[src/design/kvmt_pkg.sv]
package kvmt_pkg;

    // default geometry of the table
    localparam int ENTRIES_DEF    = 32;
    localparam int KEY_BITS_DEF   = 32;
    localparam int VALUE_BITS_DEF = 64;

    // fixed field widths on the ports
    localparam int KEY_FIELD_W   = 32;
    localparam int VALUE_FIELD_W = 64;

    // commands
    localparam logic [1:0] CMD_LOOKUP = 2'd0;
    localparam logic [1:0] CMD_UPDATE = 2'd1;
    localparam logic [1:0] CMD_DELETE = 2'd2;
    localparam logic [1:0] CMD_NEXT   = 2'd3;

    // update modes
    localparam logic [1:0] UPD_ANY      = 2'd0;
    localparam logic [1:0] UPD_NEW_ONLY = 2'd1;
    localparam logic [1:0] UPD_OLD_ONLY = 2'd2;
    localparam logic [1:0] UPD_RSVD     = 2'd3;

    // result status codes
    localparam logic [2:0] ST_OK        = 3'd0;
    localparam logic [2:0] ST_NOT_FOUND = 3'd1;
    localparam logic [2:0] ST_EXISTS    = 3'd2;
    localparam logic [2:0] ST_FULL      = 3'd3;
    localparam logic [2:0] ST_INVALID   = 3'd4;

    typedef struct packed {
        logic [1:0]               cmd;
        logic [KEY_FIELD_W-1:0]   key;
        logic                     has_key;
        logic [VALUE_FIELD_W-1:0] new_value;
        logic [1:0]               update_mode;
    } t_in_item;

    typedef struct packed {
        logic [2:0]               status;
        logic [VALUE_FIELD_W-1:0] read_value;
        logic [KEY_FIELD_W-1:0]   succ_key;
    } t_out_item;

    // commands from the controller to the datapath
    typedef struct packed {
        logic cfg_wr;
        logic init_wr;
        logic load_item;
        logic rd_en;
        logic wr_back;
        logic load_out;
    } t_dp_cmd;

endpackage

[src/design/kvmt_ctrl.sv]
module kvmt_ctrl #(
    parameter int ENTRIES = kvmt_pkg::ENTRIES_DEF,
    parameter int IDX_W   = (ENTRIES > 1) ? $clog2(ENTRIES) : 1
) (
    input  logic              i_clk,
    input  logic              i_rst_n,
    input  logic              i_in_valid,
    output logic              o_in_ready,
    output logic              o_out_valid,
    input  logic              i_out_ready,
    input  logic              i_cfg_valid,
    output logic              o_cfg_ready,
    output kvmt_pkg::t_dp_cmd o_cmd,
    output logic [IDX_W-1:0]  o_idx
);

    localparam logic [2:0] S_INIT = 3'd0;
    localparam logic [2:0] S_IDLE = 3'd1;
    localparam logic [2:0] S_SCAN = 3'd2;
    localparam logic [2:0] S_LAST = 3'd3;
    localparam logic [2:0] S_DONE = 3'd4;

    localparam logic [IDX_W-1:0] LAST_IDX = IDX_W'(ENTRIES - 1);

    logic [2:0]       r_state, n_state;
    logic [IDX_W-1:0] r_cnt, n_cnt;
    logic             r_out_valid, n_out_valid;
    kvmt_pkg::t_dp_cmd cmd;

    assign o_cfg_ready = 1'b1;
    assign o_in_ready  = (r_state == S_IDLE) && !i_cfg_valid;
    assign o_out_valid = r_out_valid;
    assign o_cmd       = cmd;
    assign o_idx       = r_cnt;

    always_comb begin
        n_state     = r_state;
        n_cnt       = r_cnt;
        cmd         = '0;
        cmd.cfg_wr  = i_cfg_valid;
        unique case (r_state)
            S_INIT: begin
                cmd.init_wr = 1'b1;
                if (r_cnt == LAST_IDX) begin
                    n_state = S_IDLE;
                    n_cnt   = '0;
                end else begin
                    n_cnt = r_cnt + 1'b1;
                end
            end
            S_IDLE: begin
                if (i_in_valid && o_in_ready) begin
                    cmd.load_item = 1'b1;
                    n_state       = S_SCAN;
                    n_cnt         = '0;
                end
            end
            S_SCAN: begin
                cmd.rd_en = 1'b1;
                if (r_cnt == LAST_IDX) begin
                    n_state = S_LAST;
                end else begin
                    n_cnt = r_cnt + 1'b1;
                end
            end
            S_LAST: begin
                n_state = S_DONE;
            end
            S_DONE: begin
                // write-back repeats while the output is stalled, same data each time
                cmd.wr_back = 1'b1;
                if (!r_out_valid || i_out_ready) begin
                    cmd.load_out = 1'b1;
                    n_state      = S_IDLE;
                end
            end
            default: begin
                n_state = S_INIT;
                n_cnt   = '0;
            end
        endcase
        // a mode write restarts the setup pass
        if (i_cfg_valid) begin
            n_state = S_INIT;
            n_cnt   = '0;
        end
    end

    always_comb begin
        n_out_valid = r_out_valid;
        if (cmd.load_out) begin
            n_out_valid = 1'b1;
        end else if (i_out_ready) begin
            n_out_valid = 1'b0;
        end
    end

    always_ff @(posedge i_clk) begin
        if (!i_rst_n) begin
            r_state     <= S_INIT;
            r_cnt       <= '0;
            r_out_valid <= 1'b0;
        end else begin
            r_state     <= n_state;
            r_cnt       <= n_cnt;
            r_out_valid <= n_out_valid;
        end
    end

    a_out_from_done: assert property (@(posedge i_clk) disable iff (!i_rst_n)
        $rose(r_out_valid) |-> $past(r_state == S_DONE))
        else $error("result appeared without a finished command");

    a_cfg_restarts_init: assert property (@(posedge i_clk) disable iff (!i_rst_n)
        i_cfg_valid |=> (r_state == S_INIT) && (r_cnt == '0))
        else $error("mode write did not restart the setup pass");

    a_scan_steps: assert property (@(posedge i_clk) disable iff (!i_rst_n)
        (r_state == S_SCAN) && (r_cnt != LAST_IDX) && !i_cfg_valid
        |=> (r_state == S_SCAN) && (r_cnt == IDX_W'($past(r_cnt) + 1'b1)))
        else $error("scan skipped an entry");

endmodule

[src/design/kvmt_dp.sv]
module kvmt_dp #(
    parameter int ENTRIES    = kvmt_pkg::ENTRIES_DEF,
    parameter int KEY_BITS   = kvmt_pkg::KEY_BITS_DEF,
    parameter int VALUE_BITS = kvmt_pkg::VALUE_BITS_DEF,
    parameter int IDX_W      = (ENTRIES > 1) ? $clog2(ENTRIES) : 1
) (
    input  logic                i_clk,
    input  logic                i_rst_n,
    input  kvmt_pkg::t_dp_cmd   i_cmd,
    input  logic [IDX_W-1:0]    i_idx,
    input  logic                i_cfg_data,
    input  kvmt_pkg::t_in_item  i_item,
    output kvmt_pkg::t_out_item o_item
);

    localparam int ENT_W = 1 + KEY_BITS + VALUE_BITS;
    localparam int KF_W  = kvmt_pkg::KEY_FIELD_W;
    localparam int VF_W  = kvmt_pkg::VALUE_FIELD_W;

    // entry layout: {valid, key, value}
    logic [ENT_W-1:0] mem [ENTRIES];
    logic [ENT_W-1:0] r_rd_data;
    logic             r_eval_vld;
    logic [IDX_W-1:0] r_eval_idx;

    logic                  r_mode;
    logic [1:0]            r_cmd;
    logic [KEY_BITS-1:0]   r_key;
    logic                  r_has_key;
    logic [VALUE_BITS-1:0] r_val;
    logic [1:0]            r_umode;

    logic                  r_found;
    logic [IDX_W-1:0]      r_match_idx;
    logic [VALUE_BITS-1:0] r_match_val;
    logic                  r_free_found;
    logic [IDX_W-1:0]      r_free_idx;
    logic                  r_first_found;
    logic [KF_W-1:0]       r_first_key;
    logic                  r_next_found;
    logic [KF_W-1:0]       r_succ_key;

    kvmt_pkg::t_out_item r_out;
    kvmt_pkg::t_out_item res;

    logic [KF_W+KEY_BITS-1:0]    in_key_ext;
    logic [VF_W+VALUE_BITS-1:0]  in_val_ext;
    logic [IDX_W+KEY_BITS-1:0]   idx_key_ext;
    logic [KEY_BITS+KF_W-1:0]    ent_key_ext;
    logic [VALUE_BITS+VF_W-1:0]  match_val_ext;
    logic [ENT_W-1:0]            init_data;
    logic                        ent_valid;
    logic [KEY_BITS-1:0]         ent_key;
    logic [VALUE_BITS-1:0]       ent_val;
    logic                        ent_match;
    logic                        wb_en;
    logic [IDX_W-1:0]            wb_idx;
    logic [ENT_W-1:0]            wb_data;

    // field masking and extension
    assign in_key_ext    = {{KEY_BITS{1'b0}}, i_item.key};
    assign in_val_ext    = {{VALUE_BITS{1'b0}}, i_item.new_value};
    assign idx_key_ext   = {{KEY_BITS{1'b0}}, i_idx};
    assign ent_key_ext   = {{KF_W{1'b0}}, ent_key};
    assign match_val_ext = {{VF_W{1'b0}}, r_match_val};

    // array mode presets key i, hash mode starts empty
    assign init_data = r_mode ? {1'b1, idx_key_ext[KEY_BITS-1:0], {VALUE_BITS{1'b0}}}
                              : '0;

    assign ent_valid = r_rd_data[ENT_W-1];
    assign ent_key   = r_rd_data[VALUE_BITS +: KEY_BITS];
    assign ent_val   = r_rd_data[VALUE_BITS-1:0];
    assign ent_match = ent_valid && (ent_key == r_key);

    // table memory, one write and one read per cycle
    always_ff @(posedge i_clk) begin
        if (i_cmd.init_wr) begin
            mem[i_idx] <= init_data;
        end else if (i_cmd.wr_back && wb_en) begin
            mem[wb_idx] <= wb_data;
        end
        if (i_cmd.rd_en) begin
            r_rd_data <= mem[i_idx];
        end
    end

    always_ff @(posedge i_clk) begin
        if (!i_rst_n) begin
            r_mode     <= 1'b0;
            r_eval_vld <= 1'b0;
        end else begin
            r_eval_vld <= i_cmd.rd_en;
            if (i_cmd.cfg_wr) begin
                r_mode <= i_cfg_data;
            end
        end
    end

    // item capture and scan bookkeeping
    always_ff @(posedge i_clk) begin
        r_eval_idx <= i_idx;
        if (i_cmd.load_item) begin
            r_cmd         <= i_item.cmd;
            r_key         <= in_key_ext[KEY_BITS-1:0];
            r_has_key     <= i_item.has_key;
            r_val         <= in_val_ext[VALUE_BITS-1:0];
            r_umode       <= i_item.update_mode;
            r_found       <= 1'b0;
            r_free_found  <= 1'b0;
            r_first_found <= 1'b0;
            r_next_found  <= 1'b0;
        end else if (r_eval_vld) begin
            if (ent_match && !r_found) begin
                r_found     <= 1'b1;
                r_match_idx <= r_eval_idx;
                r_match_val <= ent_val;
            end
            if (!ent_valid && !r_free_found) begin
                r_free_found <= 1'b1;
                r_free_idx   <= r_eval_idx;
            end
            if (ent_valid && !r_first_found) begin
                r_first_found <= 1'b1;
                r_first_key   <= ent_key_ext[KF_W-1:0];
            end
            // first valid entry strictly after the matching one
            if (ent_valid && r_found && !r_next_found) begin
                r_next_found <= 1'b1;
                r_succ_key   <= ent_key_ext[KF_W-1:0];
            end
        end
    end

    always_comb begin
        res        = '0;
        res.status = kvmt_pkg::ST_OK;
        wb_en      = 1'b0;
        wb_idx     = r_match_idx;
        wb_data    = '0;
        unique case (r_cmd)
            kvmt_pkg::CMD_LOOKUP: begin
                if (r_found) begin
                    res.read_value = match_val_ext[VF_W-1:0];
                end else begin
                    res.status = kvmt_pkg::ST_NOT_FOUND;
                end
            end
            kvmt_pkg::CMD_UPDATE: begin
                priority if (r_umode == kvmt_pkg::UPD_RSVD) begin
                    res.status = kvmt_pkg::ST_INVALID;
                end else if (!r_found && r_umode == kvmt_pkg::UPD_OLD_ONLY) begin
                    res.status = kvmt_pkg::ST_NOT_FOUND;
                end else if (r_found && r_umode == kvmt_pkg::UPD_NEW_ONLY) begin
                    res.status = kvmt_pkg::ST_EXISTS;
                end else if (r_found) begin
                    wb_en   = 1'b1;
                    wb_data = {1'b1, r_key, r_val};
                end else if (r_free_found) begin
                    wb_en   = 1'b1;
                    wb_idx  = r_free_idx;
                    wb_data = {1'b1, r_key, r_val};
                end else begin
                    res.status = kvmt_pkg::ST_FULL;
                end
            end
            kvmt_pkg::CMD_DELETE: begin
                priority if (r_mode) begin
                    res.status = kvmt_pkg::ST_INVALID;
                end else if (r_found) begin
                    wb_en = 1'b1;
                end else begin
                    res.status = kvmt_pkg::ST_NOT_FOUND;
                end
            end
            kvmt_pkg::CMD_NEXT: begin
                if (r_has_key && r_found) begin
                    if (r_next_found) begin
                        res.succ_key = r_succ_key;
                    end else begin
                        res.status = kvmt_pkg::ST_NOT_FOUND;
                    end
                end else if (r_first_found) begin
                    res.succ_key = r_first_key;
                end else begin
                    res.status = kvmt_pkg::ST_NOT_FOUND;
                end
            end
        endcase
    end

    always_ff @(posedge i_clk) begin
        if (i_cmd.load_out) begin
            r_out <= res;
        end
    end

    assign o_item = r_out;

endmodule

[src/design/key_value_map_table.sv]
// channel  | valid        | ready        | payload
// ---------+--------------+--------------+------------------------------
// in       | i_in_valid   | o_in_ready   | i_in_item  (cmd, key, ...)
// out      | o_out_valid  | i_out_ready  | o_out_item (status, value, key)
// cfg      | i_cfg_valid  | o_cfg_ready  | i_cfg_data (table_mode)
//
// an item passes from the idle state that takes it through the scan that reads one
//   table entry per cycle, then a read-latency state and a write-back state, before
//   the next item is accepted
// reset and every mode write run a setup pass that fills the table for the mode;
//   no item is taken during it, mode writes are always taken
// a finished result waits in the output register; the next item is accepted
//   meanwhile and only its write-back stage holds until the output frees up
module key_value_map_table #(
    parameter int ENTRIES    = kvmt_pkg::ENTRIES_DEF,
    parameter int KEY_BITS   = kvmt_pkg::KEY_BITS_DEF,
    parameter int VALUE_BITS = kvmt_pkg::VALUE_BITS_DEF
) (
    input  logic                i_clk,
    input  logic                i_rst_n,
    input  logic                i_in_valid,
    output logic                o_in_ready,
    input  kvmt_pkg::t_in_item  i_in_item,
    output logic                o_out_valid,
    input  logic                i_out_ready,
    output kvmt_pkg::t_out_item o_out_item,
    input  logic                i_cfg_valid,
    output logic                o_cfg_ready,
    input  logic                i_cfg_data
);

    // index width into the table
    localparam int IDX_W = (ENTRIES > 1) ? $clog2(ENTRIES) : 1;

    kvmt_pkg::t_dp_cmd dp_cmd;
    logic [IDX_W-1:0]  dp_idx;

    // sequencer: setup pass, scan, write-back, output hand-off
    kvmt_ctrl #(
        .ENTRIES (ENTRIES),
        .IDX_W   (IDX_W)
    ) u_ctrl (
        .i_clk       (i_clk),
        .i_rst_n     (i_rst_n),
        .i_in_valid  (i_in_valid),
        .o_in_ready  (o_in_ready),
        .o_out_valid (o_out_valid),
        .i_out_ready (i_out_ready),
        .i_cfg_valid (i_cfg_valid),
        .o_cfg_ready (o_cfg_ready),
        .o_cmd       (dp_cmd),
        .o_idx       (dp_idx)
    );

    // table memory, match/free/next trackers, result and output register
    kvmt_dp #(
        .ENTRIES    (ENTRIES),
        .KEY_BITS   (KEY_BITS),
        .VALUE_BITS (VALUE_BITS),
        .IDX_W      (IDX_W)
    ) u_dp (
        .i_clk      (i_clk),
        .i_rst_n    (i_rst_n),
        .i_cmd      (dp_cmd),
        .i_idx      (dp_idx),
        .i_cfg_data (i_cfg_data),
        .i_item     (i_in_item),
        .o_item     (o_out_item)
    );

endmodule

[config.mk]
export PLATFORM = sky130hd
export DESIGN_NAME = key_value_map_table
export DESIGN_NICKNAME = d
export VERILOG_FILES = /design/src/design/kvmt_pkg.sv /design/src/design/kvmt_ctrl.sv /design/src/design/kvmt_dp.sv /design/src/design/key_value_map_table.sv
export SDC_FILE = /design/constraint.sdc
export NUM_CORES = 2
export LEC_CHECK = 0
export ABC_AREA = 1
export BUFFER_PORTS_ARGS = -buffer_cell sky130_fd_sc_hd__buf_2
export CORE_MARGIN = 2
export CORE_UTILIZATION = 35
export CTS_CLUSTER_DIAMETER = 50
export DETAILED_ROUTE_END_ITERATION = 6
export SYNTH_ARGS = -nofsm -noshare
export SYNTH_HDL_FRONTEND = slang
export SYNTH_HIERARCHICAL = 1
export SYNTH_SLANG_ARGS = --single-unit
[constraint.sdc]
create_clock -name i_clk -period 14.3 [get_ports i_clk]
set_input_delay 1.43 -clock i_clk [delete_from_list [all_inputs] [get_ports i_clk]]
set_output_delay 1.43 -clock i_clk [all_outputs]
set_load 0.02 [all_outputs]
==> Yosys cells after proc, flatten, opt, wreduce, memory -nomap -nowiden <==
Memories as Yosys holds them, arrays and structs flattened. A register that Yosys moved wholly into a read port is not among the register bits.
Cells that the tools add are included.
{ "totals": {"wordCells": 142, "out_inout_bits": 102, "register_bits": 358, "in_bits": 107, "memories": 1, "ram_bits": 3104} }
{ "mem_list": {"columns": ["name", "depth", "word_bits", "read_ports", "rd_clocked_by_memory_dff", "write_ports", "line", "source"], "rows": [
  ["u_dp.mem", 32, 97, 1, 1, 1, "kvmt_dp.sv:21", "logic [ENT_W-1:0] mem [ENTRIES];"]
]} }
{ "op_classes": {"n_eq_ne": 17, "n_bitwise": 3, "n_reduce_logical": 37, "n_mux": 60, "n_addsub": 1} }
{ "ops": {"columns": ["operator", "n"], "rows": [
  ["two-way mux 97 bit", 8],
  ["OR reduction 97 bit", 1],
  ["two-way mux 32 bit", 3],
  ["two-way mux 5 bit", 10],
  ["equality test 32 bit", 1],
  ["two-way mux 3 bit", 10],
  ["two-way mux 1 bit", 23],
  ["one-hot mux 5 bit (4 select lines)", 1],
  ["one-hot mux 3 bit (5 select lines)", 1],
  ["AND reduction 3 bit", 5],
  ["logical AND 1 bit", 12],
  ["one-hot mux 3 bit (4 select lines)", 1],
  ["AND reduction 2 bit", 5],
  ["equality test 2 bit, second input constant", 4],
  ["logical NOT 1 bit", 7],
  ["equality test 3 x 2 -> 1 bit, second input constant", 2],
  ["inequality test 2 x 1 -> 1 bit, second input constant", 3],
  ["adder 5 x 1 -> 5 bit, second input constant", 1],
  ["equality test 5 bit, second input constant", 1],
  ["equality test 2 x 1 -> 1 bit, second input constant", 2],
  ["two-way mux 2 bit", 2],
  ["inequality test 2 bit, second input constant", 2],
  ["AND reduction 4 bit", 1],
  ["OR reduction 2 bit", 2],
  ["8 further kinds", 10]
]} }

==> Logic depth before layout (Yosys ltp) <==
{ "logic_depth": {"ltp_word": 12, "mapped_depth": 14, "depth_no_buf": 11} }

==> By module <==
Netlist, hierarchy kept.
{ "modules_own_cells": {"columns": ["mod", "cells_per_inst", "area_each_um2", "seq_area_each_um2", "instances"], "rows": [
  ["kvmt_dp", 10273, 137657.0, 106492.1, 1],
  ["kvmt_ctrl", 96, 609.3, 180.2, 1]
]} }

==> Worst setup path before layout <==
OpenSTA, ideal clock, no wires.
{ "synth_path": {"path_type": "input to register", "startpoint": "input port i_cfg_valid", "endpoint": "register u_dp.r_match_idx[0] (enable)", "t_arrival_ns": 10.513, "slack_ns": 3.235, "cell_stages": 6, "setup_ns": 0.552, "path_cell_list": "nor3_1 -> nor2_1 -> nand3_1 -> nor3b_1 -> nand2_1 -> nor2_1"} }
{ "synth_via": {"elab_chain_len": 7} }
{ "synth_rtl": {"columns": ["element", "line", "source"], "rows": [
  ["start: declaration", "key_value_map_table.sv:27", "input logic i_cfg_valid,"],
  ["logical NOT 1 bit", "kvmt_ctrl.sv:31", "assign o_in_ready = (r_state == S_IDLE) && !i_cfg_valid;"],
  ["logical AND 1 bit", "kvmt_ctrl.sv:31", null],
  ["logical AND 1 bit", "kvmt_ctrl.sv:52", "if (i_in_valid && o_in_ready) begin"],
  ["two-way mux 1 bit", "kvmt_ctrl.sv:52", null],
  ["two-way mux 1 bit", "kvmt_ctrl.sv:41", "unique case (r_state)"],
  ["NOT 1 bit (no source line)", null, null],
  ["AND reduction 3 bit (no source line)", null, null],
  ["end signal: assignment", "kvmt_dp.sv:116", "r_match_idx <= r_eval_idx;"],
  ["end: declaration", "kvmt_dp.sv:34", "logic [IDX_W-1:0] r_match_idx;"]
]} }
Every way passes these cells.
A chain may end at the register's enable or synchronous reset.

==> Final worst setup path <==
{ "layout_path": {"startpoint": "register u_dp.r_cmd[1]", "endpoint": "memory u_dp/mem[28][23] (netlist bit) (enable)"} }
{ "layout_via": {"elab_chain_len": 8} }
{ "layout_rtl": {"columns": ["element", "line", "source"], "rows": [
  ["start: declaration", "kvmt_dp.sv:27", "logic [1:0] r_cmd;"],
  ["start signal: assignment", "kvmt_dp.sv:104", "r_cmd <= i_item.cmd;"],
  ["equality test 2 bit / equality test 2 x 1 -> 1 bit (equally long branches)", "kvmt_dp.sv:141", "unique case (r_cmd)"],
  ["one-hot mux 1 bit (2 select lines)", "kvmt_dp.sv:141", null],
  ["logical AND 1 bit", "kvmt_dp.sv:80", "end else if (i_cmd.wr_back && wb_en) begin"],
  ["two-way mux 1 bit", "kvmt_dp.sv:80", null],
  ["two-way mux 1 bit", "kvmt_dp.sv:78", "if (i_cmd.init_wr) begin"],
  ["two-way mux 1 bit (implied by the code)", "kvmt_dp.sv:81", "mem[wb_idx] <= wb_data;"],
  ["OR reduction 97 bit (no source line)", null, null],
  ["two-way mux 5 bit (no source line) / two-way mux 1 bit (equally long branches)", null, null],
  ["end: declaration", "kvmt_dp.sv:21", null]
]} }
Several ways; a longest one is shown, not always the timed one.

==> summary.md <==
| Metric | Value |
|---|---|
| Via/cell ratio | `5.468` |
| Final setup fails | `0` |
| Outcome | `finished clean` |
| DR vias | `87650` |
| Syn avg cell area | `13.33 um2` |
| Distinct cells, synth | `38` |
| Post-Synth Simple-Gate Area | `9.999%` |
| Rel. slew slack | `9.095%` |
| Syn Inst Count | `10370` |
| Worst vdd ir | `0.1146 mV` |
| Fin. Hold Viols | `0` |
| Initial Util | `35.20%` |
| Total Routing Usage GR | `19.54%` |
| PD cells | `138.3 nW/um2` |
| Initial DRT Pass Iterations | `6` |
| Most frequent cells in the layout | `edfxtp_1 (3539), nor2_1 (1699), o21ai_0 (1532)` |
| Setup crit end kind | `flop` |
| Hold_buf cts | `0` |
| Die area | `400100 um2` |
| Synth Area in Compound Gates | `9.753%` |
| Worst-Margin Slew | `1.364 ns` |
| CTS clk-pin slew, worst paths | `0.06 ns` |
| Core area | `392800 um2` |
| Num CTS Buffers | `389` |
| Layer with the highest usage | `met2` |
| Final Cycle Share | `44.24%` |
| Dpl hpwl | `203900 um` |
| Max-cap viol count | `0` |
| Critical path buffer and inverter count | `4` |
| Input/output buffers | `207` |
| Yosys reg bits | `3559` |
| Grt met3 use | `2.885%` |
| Largest net degree at the start of global routing | `220` |
| Met2 usage | `30.46%` |
| DRC viols | `0` |
| Setup WS pre-CTS | `8.125 ns` |
| Largest family of logic cells by synthesized area | `simple AND/OR/NAND/NOR gates` |
| GR Overflow Total | `0` |
| CP Launch Type | `flop` |
| Worst setup margin | `7.973 ns` |
| Post-synth EDFFs | `3539` |
| Row cnt | `230` |
| Max Slew Vio Count | `0` |
| CP delay by family, top | `simple AND/OR/NAND/NOR gates` |
| Met1 Track Usage GR | `28.50%` |
| CP Max Fanout | `48` |
| Top FF cell, synth | `edfxtp_1` |
| Clock root buffer master | `clkbuf_16` |
| Layout Skew | `0.09145 ns` |
| Routed WL | `404200 um` |
| Die height | `632.5 um` |
| Post-synthesis async set-or-reset flop share | `0%` |
| Iteration-0 DRC Markers | `11210` |
| Per-cell routed wire length | `25.22 um` |
| Final net count | `10610` |
| Synth Cell Area | `138300 um2` |
| Synth Area in Adders | `0.06334%` |
| Tmin final | `6.327 ns` |
| Register-to-register setup slack | `7.97 ns` |
| Seq/Total Area, Yosys | `77.15%` |
| RSZ-0062 raised after global routing | `no` |
| Final Wtd Congestion | `0.8025` |
| CP max stage cell | `nor2_4` |
| Max Freq | `158.1 MHz` |
| Worst EP required | `14.85 ns` |
| Post-synthesis xor/xnor area fraction | `0.06968%` |
| Crit Path Category | `flop to flop` |
| Mux cell area share after synthesis | `0%` |
| Vias in the first global route | `82250` |
| CP max stage delay | `0.93 ns` |
| CTS tree | `yes` |
| First-pass GRT wire length | `583000 um` |
| Synth warn | `6` |
| Syn Nets | `10480` |
| Htree depth | `5` |
| Layout cells sized above 1 | `10.25%` |
| Setup TNS | `0 ns` |
| Clock Path Buffers | `4` |
| Area Overhead vs Synth | `13.82%` |
| Post-CTS Repair Setup Buffers | `0` |
| Commonest non-fill, non-tap cell in the layout | `edfxtp_1` |
| Initial antenna violation count | `14` |
| CP Cell Sequence | `inv_1 > ha_1 > inv_1 > a21oi_1 > nand2_1 > o21bai_2 > nand3_1 > o21ai_2 > nand3_1 > nor2_4 > buf_4 > buf_4` |
| I/O pin cnt | `209` |
| Clock tree sinks | `3559` |
| Worst hold-check path type | `flop to flop` |
| Number of gates resized after CTS | `0` |
| P_leak | `52.37 nW` |
| Routed Antenna Nets | `0` |
| Critical path arrival | `6.88 ns` |
| Clock latency on the worst-skew pair | `0.98 ns` |
| Die width | `632.5 um` |
-- Yosys cell counts, drive strengths merged, types with 2 or more instances --
master	n	area share [%]
nand2	1175	3.2
dfxtp	20	0.29
nand3	463	1.7
nor2	1779	4.8
o21ai	1568	5.7
ha	7	0.063
or2	16	0.072
clkbuf	389	1.1
buf	313	1.3
inv	216	0.59
nor3	5	0.018
edfxtp	3539	77
o22ai	589	2.7
nor3b	4	0.022
a21oi	43	0.16
nor4	4	0.018
o221ai	194	1.2
nand4	30	0.14
xnor2	9	0.057
xor2	2	0.013
-- sequential cells by signal, summed over array words and instances (netlist names), 2 cells and up --
name              cells
u_ctrl/o_idx          5
u_dp/r_match_idx      5
u_dp/r_succ_key      32
u_dp/r_match_val     64
u_dp/r_rd_data       97
u_dp/r_free_idx       5
u_dp/r_key           32
u_dp/o_item          99
u_dp/r_cmd            2
u_dp/r_val           64
u_ctrl/r_state        3
u_dp/r_umode          2
u_dp/r_eval_idx       5
u_dp/mem           3104
u_dp/r_first_key     32
-- power breakdown --
group	switching [mW]	internal [mW]
clock	4.21	5.50
sequential	0.0148	11.4
combinational	0.497	0.179
-- final timing paths --
path / end / start / cells after the start
min: u_dp/r_match_val[46] / u_dp/r_rd_data[46] / 0
min reg2reg: u_dp/r_match_val[46] / u_dp/r_rd_data[46] / 0
max: u_dp/mem[28][23] / u_dp/r_cmd[1] / 12
max reg2reg: u_dp/mem[28][23] / u_dp/r_cmd[1] / 12
-- through the flow --
stage / cells / utilization [%] / area, um2 / hold WS, ns / power (mW)
global route: 16030 / 40.06 / 157400 / 0.3849 / 22.37
global placement: 15330 / 36.92 / 145000 / 0.4033 / 12.26
CTS: 16030 / 40.06 / 157400 / 0.3699 / 21.90
detailed placement: 15330 / 36.92 / 145000 / 0.4045 / 12.26
floorplan: 10370 / - / 138300 / 0.3629 / 12.06
finish: 16030 / 40.06 / 157400 / 0.3798 / 21.76
-- worst reg2reg max path, stage by stage, from the launching register on --
cell and delay [ns]:
edfxtp_1 0.43, inv_1 0.12, ha_1 0.17, inv_1 0.04
a21oi_1 0.71, nand2_1 0.23, o21bai_2 0.46, nand3_1 0.46
o21ai_2 0.33, nand3_1 0.34, nor2_4 0.93, buf_4 0.70
buf_4 0.95
-- layout make-up --
cell class	instances	area [um2]
fillers	36220	235400
flip-flops and latches	3559	106700
multi-input cells	5892	27960
clock buffers	469	10100
well taps	5220	6531
repair buffers	438	2983
clock inverters	231	2233
inverters	216	874.6
diodes	3	7.507
-- routing by layer --
metal  vias to the layer above  share of wire (%)
met5                         -             0.0067
met4                         4                2.5
met3                       613                8.9
met2                      4212                 46
met1                     44400                 43
li1                      38420                  -
-- cells by family (layout without fill, tap and decap cells) --
logic type / count (synthesis) / after routing
DFF: 3559 / 3559
and+or+nand+nor: 3476 / 3476
AOI/OAI and AO/OA: 2397 / 2397
buffers and inverters: 918 / 1354
xor gates and xnor gates: 11 / 11
adders and majority gates: 7 / 7
other: 1 / 4
(Power assumes the default switching activity.)
